--- src/rtl/core/bdq_pkg.sv ---
// Shared sizes, operation and status codes, and memory request type for the deque.
package bdq_pkg;

    localparam int DEPTH = 32;
    localparam int IDX_W = $clog2(DEPTH);
    localparam int CNT_W = $clog2(DEPTH + 1);

    localparam logic [2:0] FN_DUMP       = 3'd0;
    localparam logic [2:0] FN_PUSH_FRONT = 3'd1;
    localparam logic [2:0] FN_PUSH_BACK  = 3'd2;
    localparam logic [2:0] FN_POP_FRONT  = 3'd3;
    localparam logic [2:0] FN_POP_BACK   = 3'd4;

    localparam logic [1:0] ST_OK    = 2'd0;
    localparam logic [1:0] ST_EMPTY = 2'd1;
    localparam logic [1:0] ST_FULL  = 2'd2;

    typedef struct packed {
        logic              we;
        logic              re;
        logic [IDX_W-1:0]  addr;
        logic [31:0]       wdata;
    } mem_req_t;

endpackage

--- src/rtl/core/bdq_addr.sv ---
// Shared ring index unit: base plus offset, wrapped modulo the store depth.
module bdq_addr
    import bdq_pkg::*;
(
    input  logic [IDX_W-1:0] base,
    input  logic [IDX_W-1:0] offset,
    output logic [IDX_W-1:0] slot
);

    logic [IDX_W:0] sum;
    logic [IDX_W:0] wrapped;

    // Add, then fold back once; both operands stay below the depth
    always_comb
    begin
        sum     = {1'b0, base} + {1'b0, offset};
        wrapped = sum - (IDX_W + 1)'(DEPTH);
        if (sum >= (IDX_W + 1)'(DEPTH))
        begin
            slot = wrapped[IDX_W-1:0];
        end
        else
        begin
            slot = sum[IDX_W-1:0];
        end
    end

endmodule

--- src/rtl/core/bdq_ram.sv ---
// Ring element store: one write or one registered read per cycle.
module bdq_ram
    import bdq_pkg::*;
(
    input  logic        clk,
    input  mem_req_t    req,
    output logic [31:0] rdata
);

    logic [31:0] mem [DEPTH];
    logic [31:0] rdata_reg;

    // Write on request
    always_ff @(posedge clk)
    begin
        if (req.we)
        begin
            mem[req.addr] <= req.wdata;
        end
    end

    // Register read data
    always_ff @(posedge clk)
    begin
        if (req.re)
        begin
            rdata_reg <= mem[req.addr];
        end
    end

    assign rdata = rdata_reg;

endmodule

--- src/rtl/core/bdq_ctrl.sv ---
// Operation sequencer: holds front index and count, drives the index unit and the store.
module bdq_ctrl
    import bdq_pkg::*;
(
    input  logic         clk,
    input  logic         rst_n,
    input  logic         start,
    input  logic [2:0]   func,
    input  logic [31:0]  value,
    output logic         busy,
    output logic         res_strobe,
    output logic [31:0]  value_res,
    output logic [1:0]   status,
    output logic         last,
    output mem_req_t     mem_req,
    input  logic [31:0]  mem_rdata
);

    localparam logic [2:0] S_IDLE  = 3'd0;
    localparam logic [2:0] S_CALC  = 3'd1;
    localparam logic [2:0] S_WRITE = 3'd2;
    localparam logic [2:0] S_READ  = 3'd3;
    localparam logic [2:0] S_DATA  = 3'd4;

    logic [2:0]       state_reg, state_next;
    logic [2:0]       func_reg, func_next;
    logic [31:0]      val_reg, val_next;
    logic [IDX_W-1:0] front_reg, front_next;
    logic [CNT_W-1:0] count_reg, count_next;
    logic [CNT_W-1:0] iter_reg, iter_next;
    logic [IDX_W-1:0] addr_reg, addr_next;
    logic             strobe_reg, strobe_next;
    logic [31:0]      vres_reg, vres_next;
    logic [1:0]       status_reg, status_next;
    logic             last_reg, last_next;

    logic [IDX_W-1:0] unit_offset;
    logic [IDX_W-1:0] unit_slot;
    logic [CNT_W-1:0] count_dec;
    logic [CNT_W-1:0] iter_inc;
    logic             is_empty;
    logic             is_full;

    assign count_dec = count_reg - CNT_W'(1);
    assign iter_inc  = iter_reg + CNT_W'(1);
    assign is_empty  = (count_reg == '0);
    assign is_full   = (count_reg >= CNT_W'(DEPTH));

    // Pick the offset for the shared index unit
    always_comb
    begin
        unit_offset = '0;
        if (state_reg == S_DATA)
        begin
            unit_offset = IDX_W'(1);
        end
        else
        begin
            unique case (func_reg)
                FN_PUSH_FRONT: unit_offset = IDX_W'(DEPTH - 1);
                FN_PUSH_BACK:  unit_offset = count_reg[IDX_W-1:0];
                FN_POP_BACK:   unit_offset = count_dec[IDX_W-1:0];
                FN_DUMP:       unit_offset = iter_reg[IDX_W-1:0];
                default:       unit_offset = '0;
            endcase
        end
    end

    bdq_addr u_addr (
        .base   (front_reg),
        .offset (unit_offset),
        .slot   (unit_slot)
    );

    // Sequence one operation
    always_comb
    begin
        state_next  = state_reg;
        func_next   = func_reg;
        val_next    = val_reg;
        front_next  = front_reg;
        count_next  = count_reg;
        iter_next   = iter_reg;
        addr_next   = addr_reg;
        strobe_next = 1'b0;
        vres_next   = vres_reg;
        status_next = status_reg;
        last_next   = last_reg;
        mem_req     = '{we: 1'b0, re: 1'b0, addr: addr_reg, wdata: val_reg};

        unique case (state_reg)
            S_IDLE:
            begin
                if (start)
                begin
                    func_next  = func;
                    val_next   = value;
                    iter_next  = '0;
                    state_next = S_CALC;
                end
            end
            S_CALC:
            begin
                addr_next = unit_slot;
                priority if (func_reg == FN_PUSH_FRONT || func_reg == FN_PUSH_BACK)
                begin
                    if (is_full)
                    begin
                        strobe_next = 1'b1;
                        vres_next   = '0;
                        status_next = ST_FULL;
                        last_next   = 1'b1;
                        state_next  = S_IDLE;
                    end
                    else
                    begin
                        state_next = S_WRITE;
                    end
                end
                else if (func_reg == FN_POP_FRONT || func_reg == FN_POP_BACK
                         || func_reg == FN_DUMP)
                begin
                    if (is_empty)
                    begin
                        strobe_next = 1'b1;
                        vres_next   = '0;
                        status_next = ST_EMPTY;
                        last_next   = 1'b1;
                        state_next  = S_IDLE;
                    end
                    else
                    begin
                        state_next = S_READ;
                    end
                end
                else
                begin
                    // Drop unused codes silently
                    state_next = S_IDLE;
                end
            end
            S_WRITE:
            begin
                mem_req.we = 1'b1;
                if (func_reg == FN_PUSH_FRONT)
                begin
                    front_next = addr_reg;
                end
                count_next  = count_reg + CNT_W'(1);
                strobe_next = 1'b1;
                vres_next   = '0;
                status_next = ST_OK;
                last_next   = 1'b1;
                state_next  = S_IDLE;
            end
            S_READ:
            begin
                mem_req.re = 1'b1;
                state_next = S_DATA;
            end
            S_DATA:
            begin
                strobe_next = 1'b1;
                vres_next   = mem_rdata;
                status_next = ST_OK;
                if (func_reg == FN_DUMP)
                begin
                    // Advance to the next element or finish the stream
                    last_next = (iter_inc == count_reg);
                    iter_next = iter_inc;
                    if (iter_inc == count_reg)
                    begin
                        state_next = S_IDLE;
                    end
                    else
                    begin
                        state_next = S_CALC;
                    end
                end
                else
                begin
                    last_next  = 1'b1;
                    count_next = count_dec;
                    if (func_reg == FN_POP_FRONT)
                    begin
                        front_next = unit_slot;
                    end
                    state_next = S_IDLE;
                end
            end
            default:
            begin
                state_next = S_IDLE;
            end
        endcase
    end

    // Control registers
    always_ff @(posedge clk or negedge rst_n)
    begin
        if (!rst_n)
        begin
            state_reg  <= S_IDLE;
            front_reg  <= '0;
            count_reg  <= '0;
            strobe_reg <= 1'b0;
        end
        else
        begin
            state_reg  <= state_next;
            front_reg  <= front_next;
            count_reg  <= count_next;
            strobe_reg <= strobe_next;
        end
    end

    // Payload registers
    always_ff @(posedge clk)
    begin
        func_reg   <= func_next;
        val_reg    <= val_next;
        iter_reg   <= iter_next;
        addr_reg   <= addr_next;
        vres_reg   <= vres_next;
        status_reg <= status_next;
        last_reg   <= last_next;
    end

    assign busy       = (state_reg != S_IDLE);
    assign res_strobe = strobe_reg;
    assign value_res  = vres_reg;
    assign status     = status_reg;
    assign last       = last_reg;

endmodule

--- src/rtl/core/bounded_deque_with_dump_top.sv ---
// Top level of the bounded double-ended queue with dump.
//
//  channel   | handshake            | beat contents
//  ----------+----------------------+------------------------------
//  command   | start, busy          | func, value
//  result    | res_strobe (1 cycle) | value_res, status, last
//
// A push runs the calculate and write states, a pop calculate, read and data,
// a dump calculate, read and data per element; a push into a full queue or a
// pop or dump of an empty one ends after calculate. Each element costs one pass
// through the shared index adder and one registered read of the single-port store.
// Reset clears front index, count and sequencer; the store is not cleared.
// The receiver cannot stall: each result beat is valid for one cycle only.
module bounded_deque_with_dump_top
    import bdq_pkg::*;
(
    input  logic               clk,
    input  logic               rst_n,
    input  logic               start,
    input  logic [2:0]         func,
    input  logic signed [31:0] value,
    output logic               busy,
    output logic               res_strobe,
    output logic signed [31:0] value_res,
    output logic [1:0]         status,
    output logic               last
);

    mem_req_t    mem_req;
    logic [31:0] mem_rdata;
    logic [31:0] vres;

    bdq_ctrl u_ctrl (
        .clk        (clk),
        .rst_n      (rst_n),
        .start      (start),
        .func       (func),
        .value      (value),
        .busy       (busy),
        .res_strobe (res_strobe),
        .value_res  (vres),
        .status     (status),
        .last       (last),
        .mem_req    (mem_req),
        .mem_rdata  (mem_rdata)
    );

    bdq_ram u_ram (
        .clk   (clk),
        .req   (mem_req),
        .rdata (mem_rdata)
    );

    assign value_res = vres;

endmodule
--- config.mk ---
export PLATFORM = sky130hd
export DESIGN_NAME = bounded_deque_with_dump_top
export DESIGN_NICKNAME = d
export VERILOG_FILES = /design/src/rtl/core/bdq_pkg.sv /design/src/rtl/core/bdq_addr.sv /design/src/rtl/core/bdq_ram.sv /design/src/rtl/core/bdq_ctrl.sv /design/src/rtl/core/bounded_deque_with_dump_top.sv
export SDC_FILE = /design/constraint.sdc
export NUM_CORES = 1
export LEC_CHECK = 0
export ABC_AREA = 0
export BUFFER_PORTS_ARGS = -buffer_cell sky130_fd_sc_hd__buf_4
export CORE_MARGIN = 5
export CORE_UTILIZATION = 55
export DETAILED_ROUTE_END_ITERATION = 8
export PLACE_DENSITY = 0.74
export SYNTH_ARGS = -nofsm -noshare
export SYNTH_HDL_FRONTEND = slang
export SYNTH_SLANG_ARGS = --single-unit
export TNS_END_PERCENT = 100
--- constraint.sdc ---
create_clock -name clk -period 3.1 [get_ports clk]
set_input_delay 0 -clock clk [delete_from_list [all_inputs] [get_ports clk]]
set_output_delay 0 -clock clk [all_outputs]
set_load 0.02 [all_outputs]
==> impl_metrics.py, run 1 <==
metrics = {
    "pwr": {
        "p_clk_frac": 0.300,
        "ir_drop_mv": 0.594,
        "seq_power_share": 0.462,
        "power_leakage_uw": 0.0159,
        "combPwrFrac": 0.238,
        "finalPower_uw": 43600,
        "switching_share": 0.291,
        "p_sw_uw": 12700,
        "intPower_uw": 30900,
        "power_density_nw_per_um2": 865,
    },
    "job": {
        "maxCapViolations": 0,
    },
    "cts": {
        "postCtsHoldBufs": 46,
        "insertion_delay_ns": 0.70,
        "tritoncts": "yes",
        "htreeDepth": 3,
        "cts_num_sinks": 1152,
        "numCtsBuffers": 110,
        "cts_resized": 0,
        "clockBufferDepth": 3,
        "clk_pin_slew_ns": 0.06,
        "post-cts-setup-buffers": 0,
        "clockRootBuffer": "clkbuf_16",
    },
    "timing": {
        "final-setup-viol-count": 0,
        "fmax_mhz": 363,
        "slew_headroom": 0.295,
        "skew_ns": 0.0420,
        "hold_slack_ns": 0.0361,
        "setup_ws_ns": 0.345,
        "setup_tns_ns": 0,
        "drv_slew": 0,
        "fin_crit_ns": 2.76,
        "finalHoldViolCount": 0,
        "finalCritPeriodShare": 0.889,
        "worst_slew_pin_slew_ns": 1.06,
        "rsz0062_at_grt": "no",
    },
    "route": {
        "drt_iter0_markers": 2330,
        "ant_nets": 0,
        "routedWlPerCell_um": 32.0,
        "vias": 21700,
        "drt_pass1_iterations": 6,
        "drc": 0,
        "routed_wl_um": 106000,
        "post_drt_via_cell_ratio": 6.56,
    },
    "critical_path": {
        "end_kind": "flip-flop",
        "cpPeakStageDelay_ns": 0.50,
        "crit_slowest_cell": "dfrtp_1",
        "crit_required_ns": 3.71,
        "worst-path-buf-inv": 2,
        "crit_path_max_fanout": 7,
        "cpLargestDelayFamily": "compound AO/OA/AOI/OAI gates",
        "arrival_ns": 3.36,
        "crit_chain": "inv_1 -> ha_1 -> nor2_1 -> a22oi_1 -> nor2_1 -> o21ai_0 -> inv_1 -> ha_1 -> a21o_1 -> a21oi_1 -> xnor2_1 -> nand2_1 -> a31oi_1",
        "critPathKind": "reg2reg",
        "critPathLaunchType": "flip-flop",
    },
    "placement": {
        "port_buffers": 74,
        "dp_hpwl_um": 55800,
        "gp_congestion": 0.781,
        "dpl_worst_slack_ns": 0.343,
    },
    "logic_synthesis": {
        "yosys_register_bits": 1152,
        "syn_area_um2": 43500,
        "synth_edf_count": 1137,
        "yosysSeqAreaShare": 0.793,
        "synth_top_area_share": 0.784,
        "yosysUniqueCellTypes": 46,
        "synth_warnings": 0,
        "synth_cells": 1932,
        "synth_area_leaders": "edfxtp_1 78%, mux4_2 13%, a22oi_1 2.3%",
        "synthFlopType": "edfxtp_1",
        "syn_area_per_cell_um2": 22.5,
        "async_reset_ff_frac": 0.0130,
        "synthesis.nets": 1979,
        "yosys.area.top_type": "edfxtp_1",
    },
    "grt": {
        "grt_usage": 0.250,
        "grt_pass1_vias": 22000,
        "overflow": 0,
        "grt_max_degree": 53,
        "antenna_found_initial": 0,
        "grt_pass1_wl_um": 153000,
    },
    "final_layout": {
        "final_common_cell": "edfxtp_1",
        "diodes": 0,
        "largest-register": "u_ram.mem",
        "final_cell_mix": "1137 x edfxtp_1, 256 x mux4_2, 149 x buf_4",
        "syn_to_final_growth_pct": 15.7,
        "largest_reg_flops": 1024,
        "nets": 2216,
        "drive_gt1_frac": 0.284,
    },
    "floorplan": {
        "io_pins": 75,
        "core_area_um2": 78700,
        "dieArea_um2": 84900,
        "num_rows": 103,
        "start_util": 0.553,
        "fp.dieW_um": 291,
        "die_h_um": 291,
    },
    "worst_hold_path": {
        "hold_path_class": "in2reg",
    },
    "status": {
        "outcome": "completed",
    },
}
-- through the flow --
step / area [µm²] / instances / utilization
final: 50400 / 3308 / 0.640
after global routing: 50400 / 3308 / 0.640
after CTS: 50400 / 3308 / 0.640
after detailed placement: 46400 / 3061 / 0.589
after global placement: 46400 / 3061 / 0.589
after floorplan: 43500 / 1932 / -
-- cell families after synthesis --
logic type,share of synthesized area
AO/OA/AOI/OAI,0.0283
XOR/XNOR,0.00535
adder cells (fa/ha/maj),0.00276
buffers and inverters,0.0132
flip-flops,0.793
multiplexers,0.133
AND/OR/NAND/NOR,0.0246
-- power by group through the flow --
| stage | combinational, µW | clock, µW | sequential, µW |
|---|---|---|---|
| floorplan | 7020 | 0 | 20000 |
| finish | 10400 | 13100 | 20200 |
| CTS | 10400 | 13200 | 20200 |
| global route | 11000 | 13900 | 20300 |
| global placement | 10200 | 0 | 20300 |
| detailed placement | 10200 | 0 | 20500 |
-- cells in the mapped netlist, drive strengths merged (12+ instances only) --
| cell | count |
|---|---|
| edfxtp | 1137 |
| mux4 | 256 |
| a22oi | 131 |
| nor2 | 69 |
| buf | 52 |
| clkbuf | 52 |
| and2 | 38 |
| nand4 | 34 |
| nand2 | 27 |
| xnor2 | 17 |
| dfrtp | 15 |
| o21ai | 12 |
-- per-layer routing --
metal | up-vias | part of all wire | GRT usage
met4 | 0 | 0.041 | 0.0883
met5 | - | 0 | 0
met3 | 288 | 0.11 | 0.0626
li1 | 8645 | - | -
met1 | 11400 | 0.37 | 0.342
met2 | 1423 | 0.49 | 0.400
-- worst paths after layout --
kind,from,cells after the start,slack [ns],to
max,u_ctrl.count_reg[0]$_DFFE_PN0P_,13,0.34,u_ctrl.front_reg[3]$_DFFE_PN0P_
min,value[24],2,0.04,u_ctrl.val_reg[24]$_DFFE_PP_
max reg2reg,u_ctrl.count_reg[0]$_DFFE_PN0P_,13,0.34,u_ctrl.front_reg[3]$_DFFE_PN0P_
min reg2reg,u_ram.rdata[26]$_DFFE_PP_,1,0.49,u_ctrl.value_res[26]$_SDFFCE_PN0P_
max in group asynchronous,rst_n,3,2.05,u_ctrl.count_reg[4]$_DFFE_PN0P_
min in group asynchronous,rst_n,3,0.52,u_ctrl.front_reg[1]$_DFFE_PN0P_
-- final cells by class --
cell class,instances,area (µm²)
Clock buffer,131,2830
Fill cell,4978,28400
Timing Repair Buffer,229,2260
Inverter,8,30.0
Multi-Input combinational cell,668,8720
Clock inverter,70,697
Tap cell,1050,1310
Sequential cell,1152,34500
(Power assumes the default switching activity.)
==> inputs of run 2 (changes only) <==
CELL_PAD_IN_SITES_DETAIL_PLACEMENT = 0   (was not set)
CELL_PAD_IN_SITES_GLOBAL_PLACEMENT = 2   (was not set)
CORE_UTILIZATION = 46   (was 55)
PLACE_DENSITY = not set   (was 0.74)
PLACE_DENSITY_LB_ADDON = 0.1   (was not set)
==> run 2 against run 1 <==
  * Hold slack gained 0.011 ns
  * First-iteration DRC count fell by 1.9%
  * Non-clock buffer count grew 23
  * Sequential power about the same
  * Clock power is 3% higher
  * Power is 1.7% higher
  * Cell count grew 7.2%
  * Utilization fell by 9.6 points
  * Register-to-register slack improved by 0.05 ns
  * Global-route usage down 2.7 points
  * Maximum frequency is 1.9% higher
  * Largest power group unchanged
  * Die area up 19%
  * Critical endpoint is now u_ctrl.addr_reg[4]$_DFFE_PN_
==> impl_metrics.py, run 2 (synthesis gave the netlist of run 1 again) <==
metrics = {
    "critical_path": {
        "critPathLaunchType": "flip-flop",
        "reg2reg_slack_ns": 0.40,
        "crit_slowest_cell": "dfrtp_1",
        "critPathKind": "reg2reg",
        "cpMostUsedCell": "nor2_1",
        "cpPeakStageDelay_ns": 0.46,
        "arrival_ns": 3.13,
        "crit_path_max_fanout": 7,
        "crit_required_ns": 3.53,
        "worst-path-buf-inv": 1,
        "cpLargestDelayFamily": "adder cells",
        "end_kind": "flip-flop",
        "crit_chain": "inv_1 -> ha_1 -> nor2_1 -> a22oi_1 -> nor2_1 -> o21ai_0 -> fa_1 -> nor2b_1 -> o21a_1 -> nor2_1 -> xnor2_1 -> xor2_1",
    },
    "pwr": {
        "power_leakage_uw": 0.0161,
        "power_density_nw_per_um2": 871,
        "finalPower_uw": 44300,
        "ir_drop_mv": 0.664,
    },
    "final_layout": {
        "fin_area_um2": 50900,
        "syn_to_final_growth_pct": 16.9,
        "nets": 2247,
        "drive_gt1_frac": 0.282,
        "fin_cells": 3545,
        "final_common_cell": "edfxtp_1",
        "diodes": 0,
        "nFillCells": 7268,
        "largest_reg_flops": 1024,
        "largest-register": "u_ram.mem",
        "final_cell_mix": "1137 x edfxtp_1, 256 x mux4_2, 163 x buf_4",
    },
    "route": {
        "ant_nets": 0,
        "routedWlPerCell_um": 31.9,
        "post_drt_via_cell_ratio": 5.98,
        "drt_iter0_markers": 2285,
        "routed_wl_um": 113000,
        "drt_pass1_iterations": 5,
        "vias": 21200,
        "drc": 0,
    },
    "cts": {
        "cts_num_sinks": 1152,
        "cts_resized": 0,
        "post-cts-setup-buffers": 0,
        "clockBufferDepth": 3,
        "insertion_delay_ns": 0.70,
        "clockRootBuffer": "clkbuf_16",
        "numCtsBuffers": 118,
        "tritoncts": "yes",
        "clk_pin_slew_ns": 0.06,
        "postCtsHoldBufs": 61,
        "htreeDepth": 3,
    },
    "floorplan": {
        "dieArea_um2": 101000,
        "fp.dieW_um": 318,
        "die_h_um": 318,
        "io_pins": 75,
        "num_rows": 112,
        "start_util": 0.465,
        "core_area_um2": 93600,
    },
    "job": {
        "maxCapViolations": 0,
    },
    "timing": {
        "finalCritPeriodShare": 0.873,
        "fmax_mhz": 370,
        "rsz0062_at_grt": "no",
        "setup_tns_ns": 0,
        "worst_slew_pin_slew_ns": 1.15,
        "finalHoldViolCount": 0,
        "drv_slew": 0,
        "slew_headroom": 0.235,
        "final-setup-viol-count": 0,
        "fin_crit_ns": 2.70,
        "hold_slack_ns": 0.0467,
        "skew_ns": 0.0359,
    },
    "worst_hold_path": {
        "hold_path_class": "in2reg",
    },
    "grt": {
        "antenna_found_initial": 1,
        "grt_max_degree": 93,
        "grt_pass1_vias": 21700,
        "overflow": 0,
        "grt_pass1_wl_um": 161000,
        "grt_usage": 0.222,
    },
    "status": {
        "outcome": "completed",
    },
    "placement": {
        "port_buffers": 74,
        "gp_congestion": 0.781,
        "place_area_um2": 46600,
        "dp.cells": 3273,
        "dp_hpwl_um": 62300,
    },
}
[run 2: cell types whose count changed in the layout (fill, tap and decap cells not counted), moves of 6 or more]
cell and delta:
buf_4 +14, clkbuf_16 +10, clkinvlp_4 -6, buf_12 -6, dlygate4sd3_1 +15, clkbuf_1 +20
[run 2: layout make-up]
cell class                 instances  area (µm²)  share of cell area
sequential                      1152       34500               0.679
clock inverter                    50         478             0.00940
multi-input combinational        668        8720               0.172
inverter                           8        30.0            0.000590
timing repair buffer             252        2390              0.0471
clock buffer                     161        3160              0.0621
tap                             1254        1570              0.0308
[run 2: through the flow]
step	setup WS (ns)	utilization
after detailed placement	0.410	0.498
after global placement	0.371	0.498
after global routing	0.157	0.543
after CTS	0.404	0.543
after floorplan	-0.0370	-
final	0.395	0.543
[run 2: path summary, 6_finish.rpt]
path / cells after the start / end / from
setup / recovery: 12 / u_ctrl.addr_reg[4]$_DFFE_PN_ / u_ctrl.count_reg[0]$_DFFE_PN0P_
hold / removal: 2 / u_ctrl.val_reg[21]$_DFFE_PP_ / value[21]
setup reg to reg: 12 / u_ctrl.addr_reg[4]$_DFFE_PN_ / u_ctrl.count_reg[0]$_DFFE_PN0P_
hold reg to reg: 1 / u_ctrl.value_res[9]$_SDFFCE_PN0P_ / u_ram.rdata[9]$_DFFE_PP_
max in group asynchronous: 3 / u_ctrl.state_reg[0]$_DFFE_PN0P_ / rst_n
min in group asynchronous: 3 / u_ctrl.count_reg[4]$_DFFE_PN0P_ / rst_n
[run 2: per-layer routing]
metal	share of wire	global-route usage	wire (µm)	up-vias
met4	0.023	0.0549	2580	0
met3	0.071	0.0519	8020	156
met2	0.48	0.353	54400	745
li1	-	-	-	8717
met1	0.42	0.317	48000	11600
met5	0	0	0	-
[run 2: power breakdown]
group          internal (µW)  leakage, µW  switching (µW)
Sequential             18900       0.0105            1260
Clock                   7810      0.00177            5670
Combinational           4730      0.00383            5890
Total                  31500       0.0161           12800
